===== src/rtl/weighted_priority_scheduler_core_macros.svh =====
// Assertion helpers for the scheduler core.
`ifndef WEIGHTED_PRIORITY_SCHEDULER_CORE_MACROS_SVH
`define WEIGHTED_PRIORITY_SCHEDULER_CORE_MACROS_SVH

`ifndef SYNTHESIS

// Same-cycle property check, off during reset.
`define WPS_ASSERT(lbl, clk, rst_n, prop, msg) \
    lbl: assert property (@(posedge clk) disable iff (!rst_n) (prop)) else $error(msg);

// Antecedent this cycle implies consequent next cycle.
`define WPS_ASSERT_NEXT(lbl, clk, rst_n, ante, cons, msg) \
    lbl: assert property (@(posedge clk) disable iff (!rst_n) (ante) |=> (cons)) else $error(msg);

`else

`define WPS_ASSERT(lbl, clk, rst_n, prop, msg)

`define WPS_ASSERT_NEXT(lbl, clk, rst_n, ante, cons, msg)

`endif

`endif


===== src/rtl/wps_pkg.sv =====
package wps_pkg;

    localparam int WPS_SLOTS = 16;

    localparam int PRIO_W = 16;
    localparam int NEED_W = 24;
    localparam int WORK_W = 25;
    localparam int KEY_W  = PRIO_W + WORK_W;
    localparam int STAT_W = 3;
    localparam int SLOT_W = 4;
    localparam int OCC_W  = 5;
    localparam int RUNS_W = 32;

    localparam logic OP_RUN = 1'b1;

    // result status codes
    localparam logic [STAT_W-1:0] ST_ADDED   = 3'd0;
    localparam logic [STAT_W-1:0] ST_WAIT    = 3'd1;
    localparam logic [STAT_W-1:0] ST_DONE    = 3'd2;
    localparam logic [STAT_W-1:0] ST_FULL    = 3'd3;
    localparam logic [STAT_W-1:0] ST_EMPTY   = 3'd4;
    localparam logic [STAT_W-1:0] ST_BADPRIO = 3'd5;

    // commit kinds chosen by the controller
    localparam logic [2:0] MODE_ADD   = 3'd0;
    localparam logic [2:0] MODE_RUN   = 3'd1;
    localparam logic [2:0] MODE_FULL  = 3'd2;
    localparam logic [2:0] MODE_BAD   = 3'd3;
    localparam logic [2:0] MODE_EMPTY = 3'd4;

    typedef struct packed {
        logic              valid;
        logic [PRIO_W-1:0] prio;
        logic [NEED_W-1:0] need;
        logic [WORK_W-1:0] worked;
    } t_entry;

    typedef struct packed {
        logic       in_load;
        logic       clr_wr;
        logic       rd_en;
        logic       addr_inc;
        logic       addr_clr;
        logic       scan_clr;
        logic       commit;
        logic [2:0] mode;
    } t_dp_cmd;

    typedef struct packed {
        logic op_run;
        logic prio_zero;
        logic full;
        logic empty;
        logic addr_last;
        logic pipe_busy;
        logic out_free;
    } t_dp_stat;

endpackage


===== src/rtl/wps_ctrl.sv =====
module wps_ctrl
    import wps_pkg::*;
(
    input  logic     i_clk,
    input  logic     i_rst_n,
    input  logic     i_in_valid,
    output logic     o_in_stall,
    input  t_dp_stat i_stat,
    output t_dp_cmd  o_cmd
);

    localparam logic [2:0] S_CLEAR  = 3'd0;
    localparam logic [2:0] S_IDLE   = 3'd1;
    localparam logic [2:0] S_DECIDE = 3'd2;
    localparam logic [2:0] S_SCAN   = 3'd3;
    localparam logic [2:0] S_COMMIT = 3'd4;

    logic [2:0] r_state, n_state;
    logic [2:0] r_mode, n_mode;

    assign o_in_stall = (r_state != S_IDLE);

    always_comb begin
        n_state    = r_state;
        n_mode     = r_mode;
        o_cmd      = '0;
        o_cmd.mode = r_mode;
        case (r_state)
            S_CLEAR: begin
                o_cmd.clr_wr = 1'b1;
                if (i_stat.addr_last) begin
                    o_cmd.addr_clr = 1'b1;
                    n_state        = S_IDLE;
                end else begin
                    o_cmd.addr_inc = 1'b1;
                end
            end
            S_IDLE: begin
                if (i_in_valid) begin
                    o_cmd.in_load = 1'b1;
                    n_state       = S_DECIDE;
                end
            end
            S_DECIDE: begin
                if (i_stat.op_run) begin
                    if (i_stat.empty) begin
                        n_mode  = MODE_EMPTY;
                        n_state = S_COMMIT;
                    end else begin
                        n_mode         = MODE_RUN;
                        o_cmd.scan_clr = 1'b1;
                        n_state        = S_SCAN;
                    end
                end else if (i_stat.full) begin
                    // full wins over a bad priority
                    n_mode  = MODE_FULL;
                    n_state = S_COMMIT;
                end else if (i_stat.prio_zero) begin
                    n_mode  = MODE_BAD;
                    n_state = S_COMMIT;
                end else begin
                    n_mode         = MODE_ADD;
                    o_cmd.scan_clr = 1'b1;
                    n_state        = S_SCAN;
                end
            end
            S_SCAN: begin
                o_cmd.rd_en = 1'b1;
                if (i_stat.addr_last) begin
                    o_cmd.addr_clr = 1'b1;
                    n_state        = S_COMMIT;
                end else begin
                    o_cmd.addr_inc = 1'b1;
                end
            end
            S_COMMIT: begin
                // wait for the scan pipe to drain and the result slot to open
                if (!i_stat.pipe_busy && i_stat.out_free) begin
                    o_cmd.commit = 1'b1;
                    n_state      = S_IDLE;
                end
            end
            default: begin
                n_state = S_CLEAR;
            end
        endcase
    end

    always_ff @(posedge i_clk) begin
        if (!i_rst_n) begin
            r_state <= S_CLEAR;
            r_mode  <= MODE_ADD;
        end else begin
            r_state <= n_state;
            r_mode  <= n_mode;
        end
    end

endmodule


===== src/rtl/wps_dp.sv =====
`include "weighted_priority_scheduler_core_macros.svh"

module wps_dp
    import wps_pkg::*;
#(
    parameter int SLOTS = WPS_SLOTS
) (
    input  logic              i_clk,
    input  logic              i_rst_n,
    input  t_dp_cmd           i_cmd,
    output t_dp_stat          o_stat,
    input  logic              i_op,
    input  logic [PRIO_W-1:0] i_prio,
    input  logic [NEED_W-1:0] i_need_time,
    input  logic              i_out_stall,
    output logic              o_out_valid,
    output logic [STAT_W-1:0] o_status,
    output logic [SLOT_W-1:0] o_slot,
    output logic [PRIO_W-1:0] o_ran_prio,
    output logic [WORK_W-1:0] o_done_time,
    output logic [RUNS_W-1:0] o_switch_count,
    output logic [OCC_W-1:0]  o_occupancy
);

    localparam int IW = $clog2(SLOTS);
    localparam int CW = $clog2(SLOTS + 1);

    t_entry r_mem [SLOTS];

    logic              r_op;
    logic [PRIO_W-1:0] r_prio;
    logic [NEED_W-1:0] r_need;

    logic [IW-1:0]     r_addr;

    t_entry            r_rd_data;
    logic              r_s1_vld;
    logic [IW-1:0]     r_s1_idx;
    logic              r_s2_vld;
    logic [IW-1:0]     r_s2_idx;
    t_entry            r_s2_ent;
    logic [KEY_W-1:0]  r_s2_key;

    logic              r_best_vld;
    logic [IW-1:0]     r_best_idx;
    logic [KEY_W-1:0]  r_best_key;
    t_entry            r_best_ent;
    logic              r_free_vld;
    logic [IW-1:0]     r_free_idx;

    logic [CW-1:0]     r_live, n_live;
    logic [RUNS_W-1:0] r_runs, n_runs;

    logic              r_out_vld;
    logic [STAT_W-1:0] r_out_status;
    logic [SLOT_W-1:0] r_out_slot;
    logic [PRIO_W-1:0] r_out_prio;
    logic [WORK_W-1:0] r_out_time;

    logic [WORK_W-1:0] s1_worked_inc;
    logic              take_best;
    logic              take_free;
    logic [WORK_W-1:0] run_time;
    logic              run_done;
    logic              is_add;
    logic              is_run;
    logic              out_free;
    logic              wr_en;
    logic [IW-1:0]     wr_idx;
    t_entry            wr_data;
    logic [IW+SLOT_W-1:0] free_ext;
    logic [IW+SLOT_W-1:0] best_ext;
    logic [CW+OCC_W-1:0]  occ_ext;

    assign is_add   = i_cmd.commit && (i_cmd.mode == MODE_ADD);
    assign is_run   = i_cmd.commit && (i_cmd.mode == MODE_RUN);
    assign out_free = !r_out_vld || !i_out_stall;

    assign s1_worked_inc = r_rd_data.worked + WORK_W'(1);

    assign take_best = r_s2_vld && r_s2_ent.valid &&
                       (!r_best_vld || (r_s2_key < r_best_key));
    assign take_free = r_s2_vld && !r_s2_ent.valid && !r_free_vld;

    assign run_time = r_best_ent.worked + WORK_W'(r_best_ent.prio);
    assign run_done = (run_time >= WORK_W'(r_best_ent.need));

    assign free_ext = {{SLOT_W{1'b0}}, r_free_idx};
    assign best_ext = {{SLOT_W{1'b0}}, r_best_idx};
    assign occ_ext  = {{OCC_W{1'b0}}, r_live};

    always_comb begin
        wr_en   = 1'b0;
        wr_idx  = r_addr;
        wr_data = '0;
        if (i_cmd.clr_wr) begin
            wr_en = 1'b1;
        end else if (is_add) begin
            wr_en          = 1'b1;
            wr_idx         = r_free_idx;
            wr_data.valid  = 1'b1;
            wr_data.prio   = r_prio;
            wr_data.need   = r_need;
            wr_data.worked = '0;
        end else if (is_run) begin
            wr_en          = 1'b1;
            wr_idx         = r_best_idx;
            wr_data.valid  = !run_done;
            wr_data.prio   = r_best_ent.prio;
            wr_data.need   = r_best_ent.need;
            wr_data.worked = run_time;
        end
    end

    always_comb begin
        n_live = r_live;
        n_runs = r_runs;
        if (is_add) begin
            n_live = r_live + CW'(1);
        end else if (is_run) begin
            if (run_done) begin
                n_live = r_live - CW'(1);
            end
            if (r_runs != '1) begin
                n_runs = r_runs + RUNS_W'(1);
            end
        end
    end

    // slot table, one read port for the scan and one write port
    always_ff @(posedge i_clk) begin
        if (wr_en) begin
            r_mem[wr_idx] <= wr_data;
        end
        if (i_cmd.rd_en) begin
            r_rd_data <= r_mem[r_addr];
        end
    end

    always_ff @(posedge i_clk) begin
        if (!i_rst_n) begin
            r_addr     <= '0;
            r_s1_vld   <= 1'b0;
            r_s2_vld   <= 1'b0;
            r_best_vld <= 1'b0;
            r_free_vld <= 1'b0;
            r_live     <= '0;
            r_runs     <= '0;
            r_out_vld  <= 1'b0;
        end else begin
            if (i_cmd.addr_clr) begin
                r_addr <= '0;
            end else if (i_cmd.addr_inc) begin
                r_addr <= r_addr + IW'(1);
            end
            r_s1_vld <= i_cmd.rd_en;
            r_s2_vld <= r_s1_vld;
            if (i_cmd.scan_clr) begin
                r_best_vld <= 1'b0;
                r_free_vld <= 1'b0;
            end else begin
                if (take_best) begin
                    r_best_vld <= 1'b1;
                end
                if (take_free) begin
                    r_free_vld <= 1'b1;
                end
            end
            r_live <= n_live;
            r_runs <= n_runs;
            if (i_cmd.commit) begin
                r_out_vld <= 1'b1;
            end else if (!i_out_stall) begin
                r_out_vld <= 1'b0;
            end
        end
    end

    always_ff @(posedge i_clk) begin
        if (i_cmd.in_load) begin
            r_op   <= i_op;
            r_prio <= i_prio;
            r_need <= i_need_time;
        end
        r_s1_idx <= r_addr;
        if (r_s1_vld) begin
            r_s2_idx <= r_s1_idx;
            r_s2_ent <= r_rd_data;
            r_s2_key <= KEY_W'(r_rd_data.prio) * KEY_W'(s1_worked_inc);
        end
        if (take_best) begin
            r_best_idx <= r_s2_idx;
            r_best_key <= r_s2_key;
            r_best_ent <= r_s2_ent;
        end
        if (take_free) begin
            r_free_idx <= r_s2_idx;
        end
        if (i_cmd.commit) begin
            case (i_cmd.mode)
                MODE_ADD: begin
                    r_out_status <= ST_ADDED;
                    r_out_slot   <= free_ext[SLOT_W-1:0];
                    r_out_prio   <= '0;
                    r_out_time   <= '0;
                end
                MODE_RUN: begin
                    r_out_status <= run_done ? ST_DONE : ST_WAIT;
                    r_out_slot   <= best_ext[SLOT_W-1:0];
                    r_out_prio   <= r_best_ent.prio;
                    r_out_time   <= run_time;
                end
                MODE_FULL: begin
                    r_out_status <= ST_FULL;
                    r_out_slot   <= '0;
                    r_out_prio   <= '0;
                    r_out_time   <= '0;
                end
                MODE_BAD: begin
                    r_out_status <= ST_BADPRIO;
                    r_out_slot   <= '0;
                    r_out_prio   <= '0;
                    r_out_time   <= '0;
                end
                MODE_EMPTY: begin
                    r_out_status <= ST_EMPTY;
                    r_out_slot   <= '0;
                    r_out_prio   <= '0;
                    r_out_time   <= '0;
                end
                default: begin
                    r_out_status <= ST_EMPTY;
                    r_out_slot   <= '0;
                    r_out_prio   <= '0;
                    r_out_time   <= '0;
                end
            endcase
        end
    end

    assign o_stat.op_run    = (r_op == OP_RUN);
    assign o_stat.prio_zero = (r_prio == '0);
    assign o_stat.full      = (r_live == CW'(SLOTS));
    assign o_stat.empty     = (r_live == '0);
    assign o_stat.addr_last = (r_addr == IW'(SLOTS - 1));
    assign o_stat.pipe_busy = r_s1_vld || r_s2_vld;
    assign o_stat.out_free  = out_free;

    assign o_out_valid    = r_out_vld;
    assign o_status       = r_out_status;
    assign o_slot         = r_out_slot;
    assign o_ran_prio     = r_out_prio;
    assign o_done_time    = r_out_time;
    // both change only on a commit, which waits for the result register to free up
    assign o_switch_count = r_runs;
    assign o_occupancy    = occ_ext[OCC_W-1:0];

    `WPS_ASSERT(a_live_bound, i_clk, i_rst_n, r_live <= CW'(SLOTS), "occupancy above table size")
    `WPS_ASSERT(a_commit_drained, i_clk, i_rst_n, !i_cmd.commit || (!r_s1_vld && !r_s2_vld), "commit with scan in flight")
    `WPS_ASSERT(a_add_has_slot, i_clk, i_rst_n, !is_add || r_free_vld, "add commit without a free slot")
    `WPS_ASSERT(a_run_has_best, i_clk, i_rst_n, !is_run || r_best_vld, "run commit without a chosen entry")
    `WPS_ASSERT_NEXT(a_scan_clear, i_clk, i_rst_n, i_cmd.scan_clr, !r_best_vld && !r_free_vld, "scan flags not cleared")

endmodule


===== src/rtl/weighted_priority_scheduler_core.sv =====
// Channel   Handshake                  Payload
// -------   ------------------------   ----------------------------------------------
// input     i_in_valid / o_in_stall    i_op, i_prio, i_need_time
// output    o_out_valid / i_out_stall  o_status, o_slot, o_ran_prio, o_done_time,
//                                      o_switch_count, o_occupancy
//
// An add that finds room and a run on a non-empty table scan the whole slot table:
// one slot table read per cycle for all SLOTS entries, then the read/multiply/compare
// pipe drains and the result commits. Rejected adds and empty runs skip the scan.
// After reset the table is swept to clear valid bits; input stalls meanwhile.
// A result waits in the output register while the next item is taken and scanned.
module weighted_priority_scheduler_core
    import wps_pkg::*;
#(
    parameter int SLOTS = WPS_SLOTS
) (
    input  logic              i_clk,
    input  logic              i_rst_n,
    input  logic              i_in_valid,
    output logic              o_in_stall,
    input  logic              i_op,
    input  logic [PRIO_W-1:0] i_prio,
    input  logic [NEED_W-1:0] i_need_time,
    output logic              o_out_valid,
    input  logic              i_out_stall,
    output logic [STAT_W-1:0] o_status,
    output logic [SLOT_W-1:0] o_slot,
    output logic [PRIO_W-1:0] o_ran_prio,
    output logic [WORK_W-1:0] o_done_time,
    output logic [RUNS_W-1:0] o_switch_count,
    output logic [OCC_W-1:0]  o_occupancy
);

    t_dp_cmd  dp_cmd;
    t_dp_stat dp_stat;

    wps_ctrl u_ctrl (
        .i_clk      (i_clk),
        .i_rst_n    (i_rst_n),
        .i_in_valid (i_in_valid),
        .o_in_stall (o_in_stall),
        .i_stat     (dp_stat),
        .o_cmd      (dp_cmd)
    );

    wps_dp #(
        .SLOTS (SLOTS)
    ) u_dp (
        .i_clk          (i_clk),
        .i_rst_n        (i_rst_n),
        .i_cmd          (dp_cmd),
        .o_stat         (dp_stat),
        .i_op           (i_op),
        .i_prio         (i_prio),
        .i_need_time    (i_need_time),
        .i_out_stall    (i_out_stall),
        .o_out_valid    (o_out_valid),
        .o_status       (o_status),
        .o_slot         (o_slot),
        .o_ran_prio     (o_ran_prio),
        .o_done_time    (o_done_time),
        .o_switch_count (o_switch_count),
        .o_occupancy    (o_occupancy)
    );

endmodule

===== config.mk =====
export PLATFORM = sky130hd
export DESIGN_NAME = weighted_priority_scheduler_core
export DESIGN_NICKNAME = d
export VERILOG_FILES = /design/src/rtl/wps_pkg.sv /design/src/rtl/wps_ctrl.sv /design/src/rtl/wps_dp.sv /design/src/rtl/weighted_priority_scheduler_core.sv
export VERILOG_INCLUDE_DIRS = /design/src /design/src/rtl
export SDC_FILE = /design/constraint.sdc
export NUM_CORES = 2
export LEC_CHECK = 0
export BUFFER_PORTS_ARGS = -buffer_cell sky130_fd_sc_hd__buf_2
export CORE_MARGIN = 5
export CORE_UTILIZATION = 30
export CTS_BUF_LIST = sky130_fd_sc_hd__clkbuf_4 sky130_fd_sc_hd__clkbuf_8
export CTS_CLUSTER_SIZE = 12
export DETAILED_ROUTE_END_ITERATION = 7
export PLACE_DENSITY = 0.42
export RECOVER_POWER = 50
export SYNTH_ARGS = -nofsm -noshare
export SYNTH_HDL_FRONTEND = slang
export SYNTH_SLANG_ARGS = --single-unit

===== constraint.sdc =====
create_clock -name i_clk -period 14.2 [get_ports i_clk]
set_input_delay 0 -clock i_clk [delete_from_list [all_inputs] [get_ports i_clk]]
set_output_delay 0 -clock i_clk [all_outputs]
set_load 0.02 [all_outputs]

==> results.json <==
{
  "status": "finished with violations",
  "violations": "capacitance limit, slew limit",
  "rsz0062_at_grt": "no",
  "synth_flop_cell": "edfxtp_1",
  "worst_pin_slew_ps": 8960,
  "crit_buf_inv": 5,
  "seq_area_frac_synth_pct": 62.9,
  "cap_violations": 35,
  "hp-class": "in2reg",
  "register_area_um2": 44200,
  "initial_core_util_pct": 30.2,
  "grt_pass1_wl_um": 298000,
  "worst_ir_drop_vdd_v": 0.0000731,
  "globalRouteOverflowTotal": 0,
  "post-route-util_pct": 34.9,
  "cts.sinks": 1492,
  "vias": 38500,
  "setup_viol": 0,
  "cts-root-buf": "clkbuf_8",
  "drtIter0Drc": 2667,
  "crit_top_cell": "clkbuf_1",
  "detail-route-antenna-nets": 0,
  "fin_nets": 5319,
  "required_ps": 14670,
  "synthArstFlopShare_pct": 0,
  "cp-end-kind": "flip-flop",
  "reg2regPathDepth": 10,
  "multi_input_area_um2": 23900,
  "syn_inst": 4279,
  "clk_path_buf_depth": 4,
  "stdcell_area_um2": 81300,
  "worstPathArrival_ps": 11010,
  "cts_max_level": 5,
  "grt_pass1_vias": 41200,
  "cts_inserted_buffers": 287,
  "ys_warn_count": 0,
  "crit_fanout": 46,
  "grt.total_usage_pct": 16.9,
  "critPathKind": "reg2reg",
  "switching_power_mw": 2.50,
  "holdPathStages": 3,
  "totalWireLength_um": 208000,
  "ys_seq_elements": 1492,
  "p_leak_nw": 27.7,
  "numPortBuffers": 131,
  "viasPerCell": 4.76,
  "die_h_um": 494,
  "cp_slowest_cell": "clkbuf_1",
  "synthesis.area_um2": 70400,
  "drc": 0,
  "syn_nets": 4845,
  "gp_congestion": 0.762,
  "synth.avg_cell_area_um2": 16.4,
  "clkLatencyLatePin_ps": 1020,
  "path_cells": "clkbuf_1, a211oi_1, nand3_1, buf_4, clkinvlp_2, clkbuf_1, a22oi_1, nand2_1, nor2_1, clkbuf_1",
  "hold_viol": 0,
  "crit_cells": 10,
  "final.min_clock_period_ps": 10550,
  "cts_tree": "built",
  "critical-path-top-delay-family": "buffers and inverters",
  "pin_count": 132,
  "clk_pin_slew_ps": 60,
  "p_per_area_nw_per_um2": 127,
  "max_freq_ghz": 0.0948,
  "seq_power_share_pct": 49.9,
  "slew-limit-headroom_pct": -497,
  "swShare_pct": 24.2,
  "cp_slowest_stage_delay_ps": 2350,
  "cp-start-kind": "flip-flop",
  "ctsResizeCount": 0,
  "drive_above_1_share_pct": 18.2,
  "dp.cells": 7508,
  "dpl_cell_area_um2": 75600,
  "final_cells": 8085,
  "hpwlAfterDp_um": 124000,
  "core_area_um2": 233000,
  "total_power_mw": 10.3,
  "die_area_um2": 244000,
  "grt_max_degree": 116,
  "synth_cell_types": 70,
  "syn_to_final_growth_pct": 15.5,
  "wire_per_inst_um": 25.7,
  "combPwrFrac_pct": 11.1,
  "cellInternalPower_mw": 7.81,
  "post-cts-setup-buffer-count": 0,
  "finalClockSkew_ps": 98.4,
  "clock_power_share_pct": 39.0,
  "tns_ps": 0,
  "synth_edf_count": 1436,
  "timing.final.crit_share_pct": 74.3,
  "rows": 177,
  "antenna_found_initial": 19,
  "die_x_um": 494,
  "maxSlewViolCount": 1077,
  "firstDrtPassIters": 5,
  "fillers": 22500
}
## cells in the mapped netlist, types with 3 or more instances
cell / number / share of area, %
a211oi_1: 12 / 0.13
nand3_1: 40 / 0.28
and3_1: 34 / 0.30
o21a_1: 8 / 0.085
nor2b_1: 27 / 0.24
nand4_1: 31 / 0.28
inv_1: 456 / 2.4
edfxtp_1: 1436 / 61
a21o_1: 44 / 0.47
clkbuf_1: 136 / 0.73
mux4_2: 330 / 11
and2_1: 198 / 1.8
nor3_1: 23 / 0.16
nor4_1: 9 / 0.080
ha_1: 199 / 3.5
buf_2: 5 / 0.036
nor2_1: 133 / 0.71
or4_1: 3 / 0.032
xnor2_1: 75 / 0.93
xor2_1: 30 / 0.37
nand2_1: 320 / 1.7
buf_1: 24 / 0.13
o21bai_1: 6 / 0.064
o31ai_1: 4 / 0.043
nor3b_1: 9 / 0.096
dfxtp_1: 56 / 1.6
nand2b_1: 18 / 0.16
a31oi_1: 20 / 0.18
buf_4: 4 / 0.043
o221ai_1: 3 / 0.037
or2_2: 5 / 0.044
a22oi_1: 7 / 0.075
o211ai_1: 3 / 0.032
or3_1: 9 / 0.080
mux2i_1: 15 / 0.21
fa_1: 322 / 9.2
o21ai_0: 78 / 0.55
a21oi_1: 88 / 0.63
a22o_1: 5 / 0.062
and4_1: 5 / 0.062
a211o_1: 3 / 0.037
a21boi_0: 11 / 0.12
## metal layers
| metal | GRT usage, % | vias up | routed length, um |
|---|---|---|---|
| met4 | 5.31 | 2 | 6120 |
| met2 | 27.5 | 1066 | 98600 |
| li1 | - | 16700 | - |
| met5 | 0 | - | 20 |
| met1 | 23.0 | 20300 | 92100 |
| met3 | 3.36 | 366 | 10700 |
## stage by stage
step,setup WS (ps),hold WS [ps]
floorplan,5910,98.9
global placement,5940,176
detailed placement,5910,178
CTS,5890,88.5
global route,2960,142
finish,3650,207
## final timing paths
| path | slack [ps] | end | startpoint |
|---|---|---|---|
| max | 3650 | u_dp.r_mem[0][15] | u_dp.r_s1_vld |
| max reg2reg | 3650 | u_dp.r_mem[0][15] | u_dp.r_s1_vld |
| min | 210 | u_dp.r_need[8] | i_need_time[8] |
| min reg2reg | 370 | u_dp.r_best_ent[54] | u_dp.r_s2_ent[54] |
## state kept, by name, summed over array words and instances, names as in the netlist, 5 cells and up
register and count:
u_dp.o_done_time 25, u_dp.r_mem 1056, u_dp.o_switch_count 32, u_dp.o_ran_prio 16, u_dp.r_s2_ent 66, u_dp.r_need 24, u_dp.r_best_ent 65, u_dp.r_rd_data 66
u_dp.r_best_key 41, u_dp.r_prio 16, u_dp.o_occupancy 5, u_dp.r_s2_key 41
## logic make-up (layout without fill, tap and decap cells)
logic type      after synthesis  count (layout)  synth area share, %
other cells                   0               6                    0
buf+inv                     626            1294                 3.38
flops                      1492            1492                 62.9
simple gates                878             878                 6.19
mux                         345             345                 10.8
xor+xnor                    106             106                 1.33
compound gates              311             311                 2.75
fa+ha+maj                   521             521                 12.7
## power by group through the flow
stage                     Combinational [mW]  Clock [mW]  Sequential (mW)
final                                   1.15        4.02             5.14
after global routing                    1.21        4.38             5.16
after CTS                               1.13        4.16             5.14
after detailed placement                1.10           0             5.23
after global placement                  1.11           0             5.22
after floorplan                        0.717           0             5.20
## final cells by class
cell class | count | area share [%]
Inverter | 456 | 2.11
Multi-Input combinational cell | 2161 | 29.4
Clock inverter | 95 | 0.608
Tap cell | 3132 | 4.82
Clock buffer | 388 | 5.85
Sequential cell | 1492 | 54.4
Antenna cell | 6 | 0.0185
Timing Repair Buffer | 355 | 2.76
## cell usage in the layout (no fill, tap or decap), drive strengths merged, types with 27 or more instances in the layout
master       instances
and2               198
nand3               42
clkinv              85
a21oi               88
nand4               32
a21o                44
xnor2               76
nor2               133
nor2b               27
inv                456
clkbuf             538
buf                117
edfxtp            1436
dlygate4sd3         88
o21ai               78
fa                 322
ha                 199
mux4               330
nand2              320
xor2                30
dfxtp               56
and3                34
## tightest hold or removal path, stage by stage
cell and delay (ps):
dlygate4sd3_1 510, buf_2 90, dlygate4sd3_1 530
## repair_timing
item                                    in CTS  in global routing
hold buffers                                88                  0
endpoints found under the setup margin       0                  0
hold endpoints to repair                   134                  0
(Power assumes the default switching activity.)
